File: src/design/smart_card_atr_parser_top_defines.svh
// Assertion macros used by the parser top, which checks itself.
// Each assertion samples on the rising edge of clk and is ignored while rst_n is low.
`ifndef SMART_CARD_ATR_PARSER_TOP_DEFINES_SVH
`define SMART_CARD_ATR_PARSER_TOP_DEFINES_SVH

// The consequent must hold in the same cycle as the antecedent.
`define SCAP_ASSERT_SAME(label, ante, cons, msg) \
    label: assert property (@(posedge clk) disable iff (!rst_n) (ante) |-> (cons)) \
        else $error(msg);

// The consequent must hold in the cycle after the antecedent.
`define SCAP_ASSERT_NEXT(label, ante, cons, msg) \
    label: assert property (@(posedge clk) disable iff (!rst_n) (ante) |=> (cons)) \
        else $error(msg);

`endif

File: src/design/scap_pkg.sv
package scap_pkg;

    localparam int MAX_ATR_BYTES = 64;
    localparam logic [6:0] MAX_COUNT = 7'(MAX_ATR_BYTES);

    localparam logic [7:0] TS_DIRECT    = 8'h3B;
    localparam logic [7:0] TS_INVERSE   = 8'h3F;
    localparam logic [3:0] PROTO_NONE   = 4'd15;
    localparam logic [7:0] IFSC_DEFAULT = 8'd32;
    localparam logic [2:0] IFSC_GROUP   = 3'd3;
    localparam logic [2:0] GROUP_LIMIT  = 3'd7;

    typedef enum logic [2:0] {
        PH_TS    = 3'd0,
        PH_T0    = 3'd1,
        PH_IFACE = 3'd2,
        PH_HIST  = 3'd3,
        PH_TAIL  = 3'd4
    } phase_t;

    typedef struct packed {
        phase_t     phase;
        logic [6:0] count_seen;
        logic [3:0] y_nibble;
        logic [2:0] group_number;
        logic [3:0] history_left;
        logic       any_nonzero;
        logic       first_valid;
        logic [3:0] first_value;
        logic [1:0] mask_bits;
        logic [7:0] ifsc_value;
        logic [7:0] xor_sum;
        logic [6:0] body_length;
        logic       error_flag;
    } parse_state_t;

    typedef struct packed {
        logic       status;
        logic [3:0] first_protocol;
        logic [1:0] proto_mask;
        logic [7:0] card_ifsc;
        logic [6:0] atr_length;
        logic       tck_present;
        logic [7:0] tck_value;
    } atr_result_t;

    function automatic parse_state_t state_reset();
        parse_state_t s;
        s.phase        = PH_TS;
        s.count_seen   = 7'd0;
        s.y_nibble     = 4'd0;
        s.group_number = 3'd1;
        s.history_left = 4'd0;
        s.any_nonzero  = 1'b0;
        s.first_valid  = 1'b0;
        s.first_value  = 4'd0;
        s.mask_bits    = 2'd0;
        s.ifsc_value   = IFSC_DEFAULT;
        s.xor_sum      = 8'd0;
        s.body_length  = 7'd0;
        s.error_flag   = 1'b0;
        return s;
    endfunction

endpackage

File: src/design/scap_step.sv
module scap_step
    import scap_pkg::*;
(
    input  parse_state_t cur,
    input  logic [7:0]   atr_byte,
    input  logic         last_byte,
    output parse_state_t nxt,
    output atr_result_t  result
);

    parse_state_t w;
    logic [3:0]   p;
    logic [6:0]   need;
    logic         bad;

    always_comb
    begin
        w = cur;
        p = atr_byte[3:0];
        if (cur.count_seen <= MAX_COUNT)
        begin
            w.count_seen = cur.count_seen + 7'd1;
        end
        if (w.count_seen <= MAX_COUNT)
        begin
            case (cur.phase)
                PH_TS:
                begin
                    w.body_length = 7'd1;
                    if (atr_byte != TS_DIRECT && atr_byte != TS_INVERSE)
                    begin
                        w.error_flag = 1'b1;
                        w.phase      = PH_TAIL;
                    end
                    else
                    begin
                        w.phase = PH_T0;
                    end
                end
                PH_T0:
                begin
                    w.body_length  = cur.body_length + 7'd1;
                    w.xor_sum      = cur.xor_sum ^ atr_byte;
                    w.y_nibble     = atr_byte[7:4];
                    w.history_left = atr_byte[3:0];
                    if (w.y_nibble != 4'd0)
                    begin
                        w.phase = PH_IFACE;
                    end
                    else
                    begin
                        w.phase = (w.history_left != 4'd0) ? PH_HIST : PH_TAIL;
                    end
                end
                PH_IFACE:
                begin
                    w.body_length = cur.body_length + 7'd1;
                    w.xor_sum     = cur.xor_sum ^ atr_byte;
                    if (cur.y_nibble[0])
                    begin
                        // TA of the third group carries the IFSC.
                        if (cur.group_number == IFSC_GROUP)
                        begin
                            w.ifsc_value = atr_byte;
                        end
                        w.y_nibble[0] = 1'b0;
                    end
                    else if (cur.y_nibble[1])
                    begin
                        w.y_nibble[1] = 1'b0;
                    end
                    else if (cur.y_nibble[2])
                    begin
                        w.y_nibble[2] = 1'b0;
                    end
                    else
                    begin
                        // TD word: protocol in the low nibble, next Y in the high one.
                        if (!cur.first_valid && p != PROTO_NONE)
                        begin
                            w.first_valid = 1'b1;
                            w.first_value = p;
                        end
                        if (p[3:1] == 3'd0)
                        begin
                            w.mask_bits[p[0]] = 1'b1;
                        end
                        if (p != 4'd0)
                        begin
                            w.any_nonzero = 1'b1;
                        end
                        w.y_nibble = atr_byte[7:4];
                        if (cur.group_number < GROUP_LIMIT)
                        begin
                            w.group_number = cur.group_number + 3'd1;
                        end
                    end
                    if (w.y_nibble == 4'd0)
                    begin
                        w.phase = (cur.history_left != 4'd0) ? PH_HIST : PH_TAIL;
                    end
                end
                PH_HIST:
                begin
                    w.body_length  = cur.body_length + 7'd1;
                    w.xor_sum      = cur.xor_sum ^ atr_byte;
                    w.history_left = cur.history_left - 4'd1;
                    if (w.history_left == 4'd0)
                    begin
                        w.phase = PH_TAIL;
                    end
                end
                default:
                begin
                end
            endcase
        end

        need = w.body_length + {6'd0, w.any_nonzero};
        bad  = (w.count_seen < 7'd2) || (w.count_seen > MAX_COUNT) || w.error_flag ||
               (w.phase != PH_TAIL) || (w.count_seen < need);

        result = '0;
        if (bad)
        begin
            result.status = 1'b1;
        end
        else
        begin
            result.first_protocol   = w.first_valid ? w.first_value : 4'd0;
            result.proto_mask       = w.mask_bits;
            if (!w.first_valid)
            begin
                result.proto_mask[0] = 1'b1;
            end
            result.card_ifsc        = w.ifsc_value;
            result.atr_length       = need;
            result.tck_present      = w.any_nonzero;
            result.tck_value        = w.any_nonzero ? w.xor_sum : 8'd0;
        end

        // The last word closes the ATR and leaves the parser ready for the next one.
        nxt = last_byte ? state_reset() : w;
    end

endmodule

File: src/design/smart_card_atr_parser_top.sv
// ATR parser: takes one answer-to-reset word per cycle, TS first, with last_byte on the
// final word, and sustains one word per cycle but for the hold-back below. A word passes an
// input register, then the combinational parse step updates the parse state; the result of
// the ATR is loaded into the output register at the same edge at which its last word leaves
// the input register, which raises out_valid. Input is held back only while a last word
// waits in the input register and the previous result has not yet been taken.
`include "smart_card_atr_parser_top_defines.svh"

module smart_card_atr_parser_top
    import scap_pkg::*;
(
    input  logic       clk,
    input  logic       rst_n,
    input  logic       in_valid,
    output logic       in_ready,
    input  logic [7:0] atr_byte,
    input  logic       last_byte,
    output logic       out_valid,
    input  logic       out_ready,
    output logic       status,
    output logic [3:0] first_protocol,
    output logic [1:0] proto_mask,
    output logic [7:0] card_ifsc,
    output logic [6:0] atr_length,
    output logic       tck_present,
    output logic [7:0] tck_value
);

    logic         s1_valid_reg;
    logic [7:0]   s1_byte_reg;
    logic         s1_last_reg;
    parse_state_t state_reg;
    parse_state_t state_next;
    atr_result_t  result_next;
    atr_result_t  out_reg;
    logic         out_valid_reg;
    logic         out_free;
    logic         advance;

    assign out_free = !out_valid_reg || out_ready;
    assign advance  = s1_valid_reg && (!s1_last_reg || out_free);
    assign in_ready = !s1_valid_reg || advance;

    scap_step u_step
    (
        .cur       (state_reg),
        .atr_byte  (s1_byte_reg),
        .last_byte (s1_last_reg),
        .nxt       (state_next),
        .result    (result_next)
    );

    always_ff @(posedge clk or negedge rst_n)
    begin
        if (!rst_n)
        begin
            s1_valid_reg  <= 1'b0;
            state_reg     <= state_reset();
            out_valid_reg <= 1'b0;
        end
        else
        begin
            if (in_ready)
            begin
                s1_valid_reg <= in_valid;
            end
            if (advance)
            begin
                state_reg <= state_next;
            end
            if (advance && s1_last_reg)
            begin
                out_valid_reg <= 1'b1;
            end
            else if (out_ready)
            begin
                out_valid_reg <= 1'b0;
            end
        end
    end

    always_ff @(posedge clk)
    begin
        if (in_valid && in_ready)
        begin
            s1_byte_reg <= atr_byte;
            s1_last_reg <= last_byte;
        end
        if (advance && s1_last_reg)
        begin
            out_reg <= result_next;
        end
    end

    assign out_valid      = out_valid_reg;
    assign status         = out_reg.status;
    assign first_protocol = out_reg.first_protocol;
    assign proto_mask     = out_reg.proto_mask;
    assign card_ifsc      = out_reg.card_ifsc;
    assign atr_length     = out_reg.atr_length;
    assign tck_present    = out_reg.tck_present;
    assign tck_value      = out_reg.tck_value;

    // A word in the input register stalls only when it closes an ATR and the result is blocked.
    `SCAP_ASSERT_SAME(a_stall_cause, s1_valid_reg && !advance,
        s1_last_reg && out_valid_reg && !out_ready, "input stage stalled without cause")
    // A frame error carries no other information.
    `SCAP_ASSERT_SAME(a_error_clean, out_valid_reg && out_reg.status,
        out_reg.first_protocol == 4'd0 && out_reg.proto_mask == 2'd0 &&
        out_reg.card_ifsc == 8'd0 && out_reg.atr_length == 7'd0 &&
        out_reg.tck_present == 1'b0 && out_reg.tck_value == 8'd0,
        "frame error result has nonzero fields")
    // A good ATR always fits the length limit and holds at least TS and T0.
    `SCAP_ASSERT_SAME(a_good_result, out_valid_reg && !out_reg.status,
        out_reg.atr_length >= 7'd2 && out_reg.atr_length <= MAX_COUNT,
        "good result out of range")
    // Closing an ATR returns the parser to its reset state.
    `SCAP_ASSERT_NEXT(a_state_cleared, advance && s1_last_reg,
        state_reg == state_reset(), "parse state not cleared after last word")

endmodule

File: config.mk
export PLATFORM = sky130hd
export DESIGN_NAME = smart_card_atr_parser_top
export DESIGN_NICKNAME = d
export VERILOG_FILES = /design/src/design/scap_pkg.sv /design/src/design/scap_step.sv /design/src/design/smart_card_atr_parser_top.sv
export VERILOG_INCLUDE_DIRS = /design/src /design/src/design
export SDC_FILE = /design/constraint.sdc
export NUM_CORES = 1
export LEC_CHECK = 0
export ABC_AREA = 1
export BUFFER_PORTS_ARGS = -buffer_cell sky130_fd_sc_hd__clkbuf_2
export CAP_MARGIN = 20
export CORE_MARGIN = 10
export CORE_UTILIZATION = 44
export DETAILED_ROUTE_END_ITERATION = 6
export SKIP_CTS_REPAIR_TIMING = 1
export SYNTH_ARGS = -nofsm -noshare
export SYNTH_HDL_FRONTEND = slang
export SYNTH_SLANG_ARGS = --single-unit
File: constraint.sdc
create_clock -name clk -period 8.8 [get_ports clk]
set_input_delay 0.88 -clock clk [delete_from_list [all_inputs] [get_ports clk]]
set_output_delay 0.88 -clock clk [all_outputs]
set_load 0.01 [all_outputs]
Word-level counts from Yosys, hierarchy flattened
Index checks and enable logic that the tools add are counted.

word-level totals
  output and inout bits = 33
  input bits = 13
  logic and storage cells = 135
  bits in registers = 95

operators by class
  order comparisons = 8
  reduce and logical (&&, ||, !) cells = 36
  eq/ne operators = 11
  $add $sub $neg = 5
  multiplexer cells = 47
  bitwise operators = 4

operators by type and width
  cell                                                                      number
  53-bit two-way mux                                                        1
  8-bit two-way mux                                                         6
  43-bit two-way mux                                                        1
  3-bit two-way mux                                                         13
  16-bit two-way mux                                                        1
  8-bit by 6-bit inequality test with 1-bit output (second input constant)  2
  4-bit one-hot mux with 2 select lines                                     2
  7-bit by 1-bit adder with 7-bit output (second input constant)            2
  7-bit <= comparator (second input constant)                               2
  1-bit two-way mux                                                         14
  7-bit one-hot mux with 2 select lines                                     1
  3-bit one-hot mux with 4 select lines                                     1
  4-bit nonzero test                                                        3
  5-bit two-way mux                                                         2
  3-bit by 2-bit equality test with 1-bit output (second input constant)    3
  4-bit logical NOT                                                         2
  2-bit nonzero test                                                        4
  8-bit bitwise XOR                                                         1
  7-bit by 1-bit adder with 7-bit output                                    1
  7-bit greater-than comparator (second input constant)                     1
  1-bit logical OR                                                          7
  7-bit by 2-bit < comparator with 1-bit output (second input constant)     1
  7-bit < comparator                                                        1
  7-bit two-way mux                                                         1
  other kinds (22)                                                          38

Longest topological paths before layout
Gate-level depths: netlist of the first run.

  depth after elaboration = 15
  depth in mapped cells = 31
  gate-level depth less buffers = 29

Hierarchy
From an unflattened synthesis of the first run, not the netlist that was laid out.

second synthesis, totals
  cells, all modules = 721
  area total of the unflattened synthesis = 5,630.4 sq um

by module, submodules not included
  module                     instances  cells each  area each (sq um)  sequential area each (sq um)
  smart_card_atr_parser_top  1          281         3,402.0            2,580.0
  scap_step                  1          440         2,228.4            0.0

Least setup slack after synthesis of the first run
OpenSTA, ideal clock, no wires.

  path kind = reg2reg
  start point = reg state_reg[43] (netlist bit)
  end point = reg out_reg (netlist bit card_ifsc[4]) (data pin)
  buffers on the path = 2
  data arrival time = 3.537 ns
  clock period less this slack = 3.798 ns
  setup slack = 5.002 ns
  cell stages (with the launch flop) = 26
  library setup time = 0.261 ns
  data required time = 8.539 ns
  cells stage by stage = dfrtp_1 inv_1 ha_1 nand3_2 nand2_4 xor2_2 nor2_2 nand2_4 nand2_8 buf_4 a31oi_1 inv_1 ha_1 ha_1 nand2_1 xor2_1 ha_1 a21oi_1 nor2_1 a211oi_1 nand2_1 nand2_1 nor2_4 nand2_4 buf_6 nor2_2

RTL lines
  item                    RTL line                         RTL
  start, declared         smart_card_atr_parser_top.sv:32  parse_state_t state_reg;
  start signal, assigned  smart_card_atr_parser_top.sv:58  state_reg <= state_reset();
  start signal, assigned  smart_card_atr_parser_top.sv:69  state_reg <= state_next;
  end signal, assigned    smart_card_atr_parser_top.sv:91  out_reg <= result_next;
  end, declared           smart_card_atr_parser_top.sv:35  atr_result_t out_reg;

Final worst setup path of the first run
  start point = reg state_reg[43] (netlist bit)
  end point = reg out_reg (netlist bit proto_mask[0]) (data pin)

on the way
  cells in the longest elaborated chain, start to end = 7
  elaborated cells between the ends (all ways) = 16
  those cells by class = add/sub (2); order compare (5); eq/ne (1); mux (4); reduce/logical (4)

RTL lines
  item                                                                                  RTL line                            RTL
  7-bit by 1-bit adder with 7-bit output / 7-bit <= comparator (equally long branches)  scap_step.sv:22, scap_step.sv:20
  7-bit two-way mux *                                                                   scap_step.sv:20                     if (cur.count_seen <= MAX_COUNT)
  7-bit <= comparator (tied with other cells)                                           scap_step.sv:24                     if (w.count_seen <= MAX_COUNT)
  43-bit two-way mux (tied with other cells)                                            scap_step.sv:24
  7-bit by 1-bit adder with 7-bit output (tied with other cells)                        scap_step.sv:119                    need = w.body_length + {6'd0, w.any_nonzero};
  7-bit < comparator / 1-bit logical OR (equally long branches)                         scap_step.sv:121, scap_step.sv:120
  1-bit logical OR                                                                      scap_step.sv:121                    (w.phase != PH_TAIL) || (w.count_seen < need);

Mark *: on every way between the ends. The rest lies on a longest branch, timed or not. The select of a mux whose other input is x is not followed.
A chain may end at the register's enable or synchronous reset.

==> metrics.md, run 1 <==
| Metric | Value |
|---|---|
| Status | `finished, final reports clean` |
| Number of flip-flops under the largest register name | `53` |
| Longest individual stage delay on the worst path | `0.50 ns` |
| Clk Tree Root Cell | `clkbuf_16` |
| First-pass GRT wire length | `19,600 µm` |
| Maximum number of pins on one net before global-route repair | `56` |
| R2r setup slk | `4.59 ns` |
| Count of standard-cell rows | `39` |
| Final setup viols | `0` |
| Most area-hungry cell type in the Yosys netlist | `dfrtp_1` |
| Number of routed nets with antenna violations | `0` |
| CTS tree | `yes` |
| Most used cells in the layout excluding fill and tap cells | `nand2_1, inv_1, nor2_1, dfrtp_1, clkbuf_2` |
| Synth area leaders | `dfrtp_1, edfxtp_1, nand2_1` |
| Peak fanout along the critical path | `19` |
| Nets in the synthesized netlist | `598` |
| Number of antenna violations at the first check in global routing | `0` |
| Fraction of registers with async set or reset after synthesis | `57.9%` |
| Sequential element share of the synthesized area | `50.9%` |
| Setup TNS Final | `0 ns` |
| Die area | `16,200 µm²` |
| Required time of the critical path | `8.89 ns` |
| Type of origin of the critical path | `register` |
| Total length of routed wires | `11,800 µm` |
| Top achievable clock speed | `0.237 GHz` |
| Latest clock arrival within the worst-skew pair | `0.35 ns` |
| Synth unique cells | `43` |
| Slowest stage cell on the critical path | `dfrtp_1` |
| Max-slew headroom at the worst pin | `42.0%` |
| Post-synth EDFFs | `40` |
| Via density per instance | `5.30` |
| DRC violations left | `0` |
| Floorplan die width | `127 µm` |
| Global-route congestion overflow total | `0` |
| Global-route total usage across every layer | `14.8%` |
| Clock-pin slew on the worst setup and hold paths | `0.06 ns` |
| Placer Congestion | `0.868` |
| Count of clock tree sinks | `95` |
| Type of the worst setup path | `register to register` |
| IO Port Bufs | `45` |
| Synth warn | `0` |
| Lkg Pwr | `0.00262 µW` |
| First-pass iteration count of the detailed router | `5` |
| Bufs on Longest Clock Path | `2` |
| Number of top-level design ports | `46` |
| Number of DRC markers in iteration 0 | `377` |
| Number of buffers created by CTS | `9` |
| Layout-stage area growth over the synthesis result | `13.8%` |
| Maximum vdd drop | `0.132 mV` |
| Filler Cells Inserted | `1,047` |
| Fraction of final layout cells with drive strength greater than 1 | `16.4%` |
| Pin slew with the least headroom to its limit | `0.856 ns` |
| Buffers plus inverters on the worst setup path | `3` |
| Capturing element type of the critical path | `register` |
| Dominant synthesized flop cell | `dfrtp_1` |
| Post-layout nets | `646` |
| Number of diodes | `0` |
| Post-synthesis sequential element count | `95` |
| Vias in the first global route | `3,920` |
| RSZ-0062 raised after global routing | `no` |
| Overall via count from detail_route | `4,056` |
| Die extent in y | `127 µm` |
| Area of the mapped netlist | `5070 µm²` |
| Most prevalent standard cell on the critical path | `ha_1` |
| Final number of hold-violating endpoints | `0` |
| Core region area | `11,400 µm²` |
| Proportion of netlist area held by the largest area contributor | `26.2%` |
| Post-Route Skew | `0.00895 ns` |
| Hold Slack | `0.495 ns` |
| Routed wirelength normalized by instance count | `15.4 µm` |
| Kind of path behind the tightest hold check | `register to register` |
| Starting density of the core | `44.6%` |
| Max-cap viol count | `0` |
| Count of pins over their slew limit | `0` |
| PD cells | `256 nW/µm²` |
| Depth of the CTS H-tree | `3` |
| Post-synthesis average cell area | `8.90 µm²` |
| Half-perimeter wire length after detailed placement | `8540 µm` |
| Post-synthesis instance total | `570` |
| Crit path max-delay family | `simple AND/OR/NAND/NOR gates` |
| Commonest non-fill, non-tap cell in the layout | `nand2_1` |
| Time the worst path needs with I/O delays and setup | `4.21 ns` |
| Portion of the clock cycle consumed by the worst path in the final layout | `47.9%` |
| Arrival @ worst endpoint | `4.30 ns` |
-- worst reg2reg max path, stage by stage, from the launching register on --
cell      delay [ns]
dfrtp_1         0.50
inv_1           0.12
ha_1            0.22
nand3_2         0.12
nand2_4         0.09
a21oi_2         0.20
nand2_2         0.08
nor2_4          0.12
nand2_4         0.11
nand2_8         0.17
inv_4           0.07
o22ai_1         0.21
inv_1           0.07
ha_1            0.20
ha_1            0.23
nand2_1         0.10
xor2_1          0.20
ha_1            0.27
a21oi_1         0.14
nor2_1          0.05
a211oi_1        0.17
nand2_1         0.08
nand2_1         0.10
nor2_4          0.05
nand2_4         0.20
a21oi_1         0.09
-- cells by family (layout without fill, tap and decap cells) --
group | after synthesis | in the layout | synth area share [%]
compound gates | 102 | 102 | 11.8
xor+xnor | 20 | 20 | 3.60
fa+ha+maj | 15 | 15 | 3.70
buf+inv | 97 | 150 | 7.62
flops | 95 | 95 | 50.9
simple gates | 241 | 241 | 22.4
-- final timing paths --
| check | end | cells past startpoint | startpoint |
|---|---|---|---|
| min in group asynchronous | state_reg[4] | 2 | rst_n |
| max in group asynchronous | state_reg[34] | 2 | rst_n |
| worst max-delay path | proto_mask[0] | 25 | state_reg[43] |
| worst max register to register | proto_mask[0] | 25 | state_reg[43] |
| worst min register to register | state_reg[33] | 2 | state_reg[33] |
| worst min-delay path | state_reg[33] | 2 | state_reg[33] |
-- final cells by class --
| cell class | count | area [µm²] | share of cell area, % |
|---|---|---|---|
| clock inverter | 4 | 55.1 | 0.954 |
| inverter | 85 | 322 | 5.57 |
| multi-input combinational | 378 | 2100 | 36.5 |
| timing repair buffer | 49 | 295 | 5.12 |
| tap | 143 | 179 | 3.10 |
| clock buffer | 12 | 236 | 4.10 |
| sequential | 95 | 2580 | 44.7 |
-- stage by stage --
| step | std cells | power (µW) | worst slack [ns] | area (µm²) | util (%) |
|---|---|---|---|---|---|
| after CTS | 766 | 1490 | 4.63 | 5770 | 50.8 |
| after detailed placement | 750 | 1090 | 4.65 | 5480 | 48.2 |
| final | 766 | 1480 | 4.59 | 5770 | 50.8 |
| after global routing | 766 | 1590 | 4.24 | 5770 | 50.8 |
| after global placement | 748 | 1080 | 4.79 | 5430 | 47.7 |
| after floorplan | 570 | 969 | 5.00 | 5070 | - |
-- Yosys cell counts (2+ instances only) --
| cell | number |
|---|---|
| dfstp_2 | 2 |
| nor2_2 | 14 |
| o21ai_2 | 2 |
| a211oi_1 | 2 |
| edfxtp_1 | 40 |
| buf_6 | 2 |
| nor2_1 | 56 |
| nand4_1 | 11 |
| o211ai_1 | 4 |
| xor2_1 | 18 |
| o22ai_1 | 34 |
| nand2_4 | 4 |
| clkinv_1 | 2 |
| nor3_1 | 9 |
| ha_1 | 15 |
| nor2_4 | 2 |
| o21ai_0 | 37 |
| nand2_1 | 106 |
| inv_1 | 81 |
| a41oi_1 | 2 |
| nand3b_1 | 2 |
| dfrtp_1 | 53 |
| nand3_2 | 3 |
| a21oi_1 | 11 |
| nand2_2 | 5 |
| o21ai_1 | 5 |
| nand3_1 | 24 |
| clkbuf_1 | 8 |
| o31ai_1 | 2 |
-- power by group --
part	leakage, µW	switching (µW)	total [µW]	internal, µW
combinational	0.00136	331	501	170
clock	0.000137	168	391	222
sequential	0.00112	56.9	588	531
total	0.00262	556	1480	924
-- per-layer routing --
metal	GRT usage [%]	vias up	part of all wire (%)
met1	20.3	1909	48
met2	22.0	119	45
met5	0	-	0
li1	-	2009	-
met3	3.06	19	5.6
met4	6.36	0	2.2
Note: power is estimated with default switching activity, not from simulation.
==> run 2, diff against run 1 <==
--- a/config.mk
+++ b/config.mk
@@ -6,7 +6,7 @@
 export SDC_FILE = /design/constraint.sdc
 export NUM_CORES = 1
 export LEC_CHECK = 0
-export ABC_AREA = 1
+export ABC_AREA = 0
 export BUFFER_PORTS_ARGS = -buffer_cell sky130_fd_sc_hd__clkbuf_2
 export CAP_MARGIN = 20
 export CORE_MARGIN = 10
==> constraint.sdc (replaced) <==
create_clock -name clk -period 3.9 [get_ports clk]
set_input_delay 0.39 -clock clk [delete_from_list [all_inputs] [get_ports clk]]
set_output_delay 0.39 -clock clk [all_outputs]
set_load 0.01 [all_outputs]
==> run 2 against run 1 <==
  * The run now ends with setup timing left
  * Clock skew down 0.00067 ns
  * Combinational power is 39% higher
  * Maximum frequency fell by 9.5%
  * Clock power rose by 140%
  * Worst hold slack got worse by 0.33 ns
  * Largest power group unchanged
  * Routed wire length up 21%
  * First-iteration DRC count up 8.2%
  * Non-clock buffer count increased by 75
==> metrics.md, run 2 <==
| Metric | Value |
|---|---|
| Number of buffers created by CTS | `9` |
| Top achievable clock speed | `0.215 GHz` |
| Placer Congestion | `0.926` |
| Capturing element type of the critical path | `register` |
| Fraction of final layout cells with drive strength greater than 1 | `29.6%` |
| Count of clock tree sinks | `95` |
| IO Port Bufs | `45` |
| First-pass GRT wire length | `23,100 µm` |
| Max-slew headroom at the worst pin | `38.1%` |
| Post-synthesis sequential element count | `95` |
| Filler Cells Inserted | `1,041` |
| Core region area | `12,000 µm²` |
| Time the worst path needs with I/O delays and setup | `4.65 ns` |
| Final worst setup slack | `-0.755 ns` |
| Total length of routed wires | `14,200 µm` |
| Violations in the final reports | `setup timing` |
| Synth area leaders | `dfrtp_1, edfxtp_1, nand2_1` |
| Final number of hold-violating endpoints | `0` |
| Pin slew with the least headroom to its limit | `0.929 ns` |
| Layout-stage area growth over the synthesis result | `26.5%` |
| Synth unique cells | `63` |
| Most frequent cell after synthesis | `nand2_1` |
| Commonest non-fill, non-tap cell in the layout | `buf_4` |
| Required time of the critical path | `4.11 ns` |
| Maximum number of pins on one net before global-route repair | `35` |
| Nets in the synthesized netlist | `575` |
| Number of diodes | `0` |
| Post-synth EDFFs | `40` |
| Synth warn | `0` |
| Post-synthesis instance total | `547` |
| Global-route total usage across every layer | `17.4%` |
| First-pass iteration count of the detailed router | `5` |
| Lkg Pwr | `0.00277 µW` |
| Count of pins over their slew limit | `0` |
| Overall via count from detail_route | `4,643` |
| Die extent in y | `130 µm` |
| Depth of the CTS H-tree | `3` |
| Clk Tree Root Cell | `clkbuf_16` |
| Layout Cells excl Fill | `799` |
| Post-synthesis average cell area | `9.79 µm²` |
| Number of top-level design ports | `46` |
| Routed wirelength normalized by instance count | `17.8 µm` |
| Setup TNS Final | `-22.29 ns` |
| Max-cap viol count | `0` |
| Final setup viols | `31` |
| Arrival @ worst endpoint | `4.86 ns` |
| Type of the worst setup path | `register to register` |
| CTS tree | `yes` |
| Half-perimeter wire length after detailed placement | `10,200 µm` |
| Portion of the clock cycle consumed by the worst path in the final layout | `119%` |
| Most area-hungry cell type in the Yosys netlist | `dfrtp_1` |
| DRC violations left | `0` |
| Number of antenna violations at the first check in global routing | `0` |
| Post-layout nets | `675` |
| Floorplan die width | `130 µm` |
| Area of the mapped netlist | `5360 µm²` |
| Bufs on Longest Clock Path | `2` |
| RSZ-0062 raised after global routing | `yes` |
| Type of origin of the critical path | `register` |
| Sequential element share of the synthesized area | `48.2%` |
| PD cells | `415 nW/µm²` |
| Via density per instance | `5.81` |
| Peak fanout along the critical path | `5` |
| Most used cells in the layout excluding fill and tap cells | `buf_4, nand2_1, dfrtp_1, clkbuf_2, edfxtp_1` |
| Number of flip-flops under the largest register name | `53` |
| Count of standard-cell rows | `40` |
| Fraction of registers with async set or reset after synthesis | `57.9%` |
| Maximum vdd drop | `0.206 mV` |
| Latest clock arrival within the worst-skew pair | `0.35 ns` |
| Util after Layout | `56.7%` |
| Proportion of netlist area held by the largest area contributor | `24.8%` |
| Number of routed nets with antenna violations | `0` |
| Post-Route Skew | `0.00827 ns` |
| Status | `finished, violations left` |
| Dominant synthesized flop cell | `dfrtp_1` |
| List of most frequent post-synthesis cells | `nand2_1, dfrtp_1, edfxtp_1, nor2_1, a21oi_1` |
| Kind of path behind the tightest hold check | `input port to asynchronous set/reset pin` |
| Die area | `17,000 µm²` |
| Placed Instances | `777` |
| Starting density of the core | `44.8%` |
| Clock-pin slew on the worst setup and hold paths | `0.07 ns` |
| Vias in the first global route | `4,375` |
| Number of DRC markers in iteration 0 | `408` |
| Global-route congestion overflow total | `0` |
[run 2: cell count changes in the layout (fill, tap and decap cells not counted), moves of 17 or more]
cell	change
a21oi_1	+17
buf_4	+73
inv_1	-62
nand2_1	-51
o22ai_1	-33
a22o_1	+21
nor2_1	-27
[run 2: power breakdown]
part	total, µW	internal (µW)	leakage [µW]	switching, µW
logic	694	302	0.00149	393
clock network	956	568	0.000157	388
registers	1160	1110	0.00112	53.7
[run 2: logic make-up (layout without fill, tap and decap cells)]
kind of cell             after synthesis  in the layout  share of synthesized area [%]
buffers and inverters                 56            161                           4.49
flip-flops                            95             95                           48.2
adder cells (fa/ha/maj)               15             15                           3.50
AO/OA/AOI/OAI                        169            169                           20.8
AND/OR/NAND/NOR                      186            186                           18.7
XOR/XNOR                              21             21                           3.43
multiplexers                           5              5                          0.958
[run 2: per-stage QoR]
step / total power [µW] / area, µm² / setup slack [ns] / hold WS (ns)
global placement: 1790 / 6230 / -0.708 / 0.450
CTS: 2760 / 6560 / -0.897 / 0.200
floorplan: 1550 / 5450 / -0.782 / 0.0944
detailed placement: 1800 / 6230 / -0.861 / 0.458
global route: 2940 / 6780 / -0.975 / 0.195
finish: 2810 / 6780 / -0.755 / 0.164
[run 2: path summary, 6_finish.rpt]
check,start,end,slack [ns],cells past startpoint
min in group clk,atr_byte[5],s1_byte_reg[5],0.21,1
hold / removal,rst_n,state_reg[44],0.16,1
setup / recovery,state_reg[46],tck_value[1],-0.75,21
setup reg to reg,state_reg[46],tck_value[1],-0.75,21
max in group asynchronous,rst_n,state_reg[2],2.87,2
hold reg to reg,state_reg[21],state_reg[21],0.47,2
[run 2: final cells by class]
class                   count  area, µm²  share of cell area [%]
repair buffers            124        870                    12.8
inverters                  21       78.8                    1.16
multi-input cells         396       2740                    40.4
clock buffers              10        229                    3.38
flip-flops and latches     95       2580                    38.1
well taps                 147        184                    2.71
clock inverters             6       92.6                    1.37
[run 2: layer usage]
metal	global-route usage, %	wire length (µm)	up-vias
li1	-	-	2238
met1	23.7	6400	2225
met2	26.4	6630	158
met3	3.33	914	22
met4	7.21	300	0
met5	0	0	-
[run 2: worst max-delay path, stage by stage (launching register included)]
cell and delay [ns]:
dfrtp_1 0.38, or4_4 0.58, nor4_4 0.32, nor3_2 0.10, o21a_4 0.23, nor3_4 0.14, a21oi_2 0.09, inv_2 0.07
ha_4 0.16, o211ai_1 0.10, mux2_4 0.30, a21oi_4 0.14, xnor2_2 0.10, ha_2 0.33, o21ai_2 0.06, a21oi_2 0.14
o2111ai_2 0.13, a21oi_2 0.12, o21ai_1 0.08, or4_4 0.59, clkbuf_16 0.20, nor3_2 0.13
==> run 3, diff against run 2 <==
--- a/config.mk
+++ b/config.mk
@@ -12,7 +12,6 @@
 export CORE_MARGIN = 10
 export CORE_UTILIZATION = 44
 export DETAILED_ROUTE_END_ITERATION = 6
-export SKIP_CTS_REPAIR_TIMING = 1
 export SYNTH_ARGS = -nofsm -noshare
 export SYNTH_HDL_FRONTEND = slang
 export SYNTH_SLANG_ARGS = --single-unit
==> run 3 against run 2 <==
  * The flow still finishes with violations (setup timing)
  * Worst setup slack worse by 0.021 ns
  * Sequential share of layout area down 0.096 points
  * Global-route usage up 0.095 points
  * Utilization increased by 0.12 points
  * Count of clock-buffer cells in the layout is the same
  * Power is 0.59% higher
  * Flip-flop and latch count unchanged
==> metrics.md, run 3 (synthesized netlist as in run 2, its figures left out) <==
| Metric | Value |
|---|---|
| Number of buffers created by CTS | `9` |
| CTS tree | `yes` |
| Bufs on Longest Clock Path | `2` |
| Final setup viols | `31` |
| Util after Layout | `56.8%` |
| Max-slew headroom at the worst pin | `36.7%` |
| Pre-CTS setup slack | `-0.861 ns` |
| Total length of routed wires | `14,400 µm` |
| Half-perimeter wire length after detailed placement | `10,200 µm` |
| Fraction of final layout cells with drive strength greater than 1 | `29.6%` |
| Routed wirelength normalized by instance count | `18.0 µm` |
| Depth of the CTS H-tree | `3` |
| Most used cells in the layout excluding fill and tap cells | `buf_4, nand2_1, dfrtp_1, clkbuf_2, edfxtp_1` |
| Latest clock arrival within the worst-skew pair | `0.35 ns` |
| Clk Tree Root Cell | `clkbuf_16` |
| Type of the worst setup path | `register to register` |
| Core region area | `12,000 µm²` |
| Switching Fraction | `29.8%` |
| Max-cap viol count | `0` |
| Die area | `17,000 µm²` |
| Violations in the final reports | `setup timing` |
| Post-Route Skew | `0.00824 ns` |
| Number of flip-flops under the largest register name | `53` |
| Capturing element type of the critical path | `register` |
| Peak fanout along the critical path | `5` |
| Sequential share of power | `41.0%` |
| Type of origin of the critical path | `register` |
| Required time of the critical path | `4.11 ns` |
| Count of pins over their slew limit | `0` |
| Clock group share of total power | `33.9%` |
| Pin slew with the least headroom to its limit | `0.949 ns` |
| Layout Cells excl Fill | `799` |
| Vias in the first global route | `4,390` |
| Via density per instance | `5.79` |
| Lkg Pwr | `0.00277 µW` |
| Count of clock tree sinks | `95` |
| Global-route total usage across every layer | `17.5%` |
| Status | `finished, violations left` |
| Placer Congestion | `0.926` |
| Hold Slack | `0.164 ns` |
| Cell Int Power | `1990 µW` |
| RSZ-0062 raised after global routing | `yes` |
| Commonest non-fill, non-tap cell in the layout | `buf_4` |
| Final worst setup slack | `-0.776 ns` |
| Number of routed nets with antenna violations | `0` |
| Post-layout nets | `675` |
| Arrival @ worst endpoint | `4.88 ns` |
| Overall via count from detail_route | `4,627` |
| Placed Instances | `777` |
| Floorplan die width | `130 µm` |
| First-pass GRT wire length | `23,300 µm` |
| Count of standard-cell rows | `40` |
| First-pass iteration count of the detailed router | `6` |
| DRC violations left | `0` |
| Maximum number of pins on one net before global-route repair | `35` |
| Number of antenna violations at the first check in global routing | `0` |
| Hold buffer count at CTS | `0` |
| Number of diodes | `0` |
| Layout-stage area growth over the synthesis result | `26.8%` |
| Kind of path behind the tightest hold check | `input port to asynchronous set/reset pin` |
| PD cells | `416 nW/µm²` |
| Start point of the critical path | `state_reg[43]` |
| Maximum vdd drop | `0.207 mV` |
| Starting density of the core | `44.8%` |
| Global-route congestion overflow total | `0` |
| Portion of the clock cycle consumed by the worst path in the final layout | `120%` |
| Time the worst path needs with I/O delays and setup | `4.68 ns` |
| Number of DRC markers in iteration 0 | `397` |
| Final number of hold-violating endpoints | `0` |
| Top achievable clock speed | `0.214 GHz` |
| Number of top-level design ports | `46` |
| IO Port Bufs | `45` |
| FF-to-FF Start | `state_reg[43]` |
| Clock-pin slew on the worst setup and hold paths | `0.07 ns` |
| Switching power summed over all nets | `841 µW` |
| Die extent in y | `130 µm` |
| Comb pwr share | `25.0%` |
## run 3: stage by stage
stage | instance area [µm²] | power, µW | setup TNS [ns]
after detailed placement | 6230 | 1800 | -24.97
after CTS | 6640 | 2790 | -18.93
after global routing | 6790 | 2960 | -29.23
after floorplan | 5450 | 1550 | -23.36
after global placement | 6230 | 1790 | -20.98
final | 6790 | 2830 | -22.62
## run 3: path summary, 6_finish.rpt
check,end,slack (ns),cells after the start
setup / recovery,tck_value[2],-0.78,22
hold / removal,state_reg[44],0.16,1
setup reg to reg,tck_value[2],-0.78,22
hold reg to reg,state_reg[21],0.47,2
max in group asynchronous,state_reg[2],2.87,2
min in group clk,s1_byte_reg[5],0.21,1
## run 3: routing by layer
metal	track usage, %	vias to the layer above	part of all wire, %
li1	-	2238	-
met1	23.8	2226	45
met2	26.9	145	47
met3	3.33	18	6.1
met4	6.61	0	1.7
met5	0	-	0
## run 3: cell type report
class	instances	area (µm²)
clock buffer	10	229
fill	1042	5170
timing repair buffer	124	873
sequential	95	2580
clock inverter	6	92.6
tap	147	184
multi-input combinational	396	2750
inverter	21	78.8
## run 3: critical path, stage by stage, from the launching register on
cell,delay [ns]
dfrtp_2,0.45
buf_6,0.13
and4b_1,0.21
or3_1,0.37
a31o_1,0.25
o21a_4,0.25
nor3_4,0.14
a21oi_2,0.09
inv_2,0.07
ha_4,0.15
o211ai_1,0.09
mux2_4,0.30
a21oi_4,0.14
xnor2_2,0.12
ha_4,0.29
o21ai_2,0.06
a21oi_2,0.14
o2111ai_2,0.12
a21oi_2,0.13
o21ai_1,0.09
or4_4,0.60
clkbuf_16,0.20
nor3_2,0.13
## run 3: what timing repair did
action / in CTS / in global routing
gates cloned: 0 / 2
pin swaps: 2 / 6
resized for setup: 17 / 21
buffers inserted: 2 / 2
endpoints found under the setup margin: 31 / 31
## run 3: power groups by stage
stage	registers, µW	clock network [µW]	logic, µW
final	1160	959	708
after global routing	1170	1010	782
after CTS	1160	976	654
after detailed placement	1180	0	621
after global placement	1170	0	612
after floorplan	1170	0	375
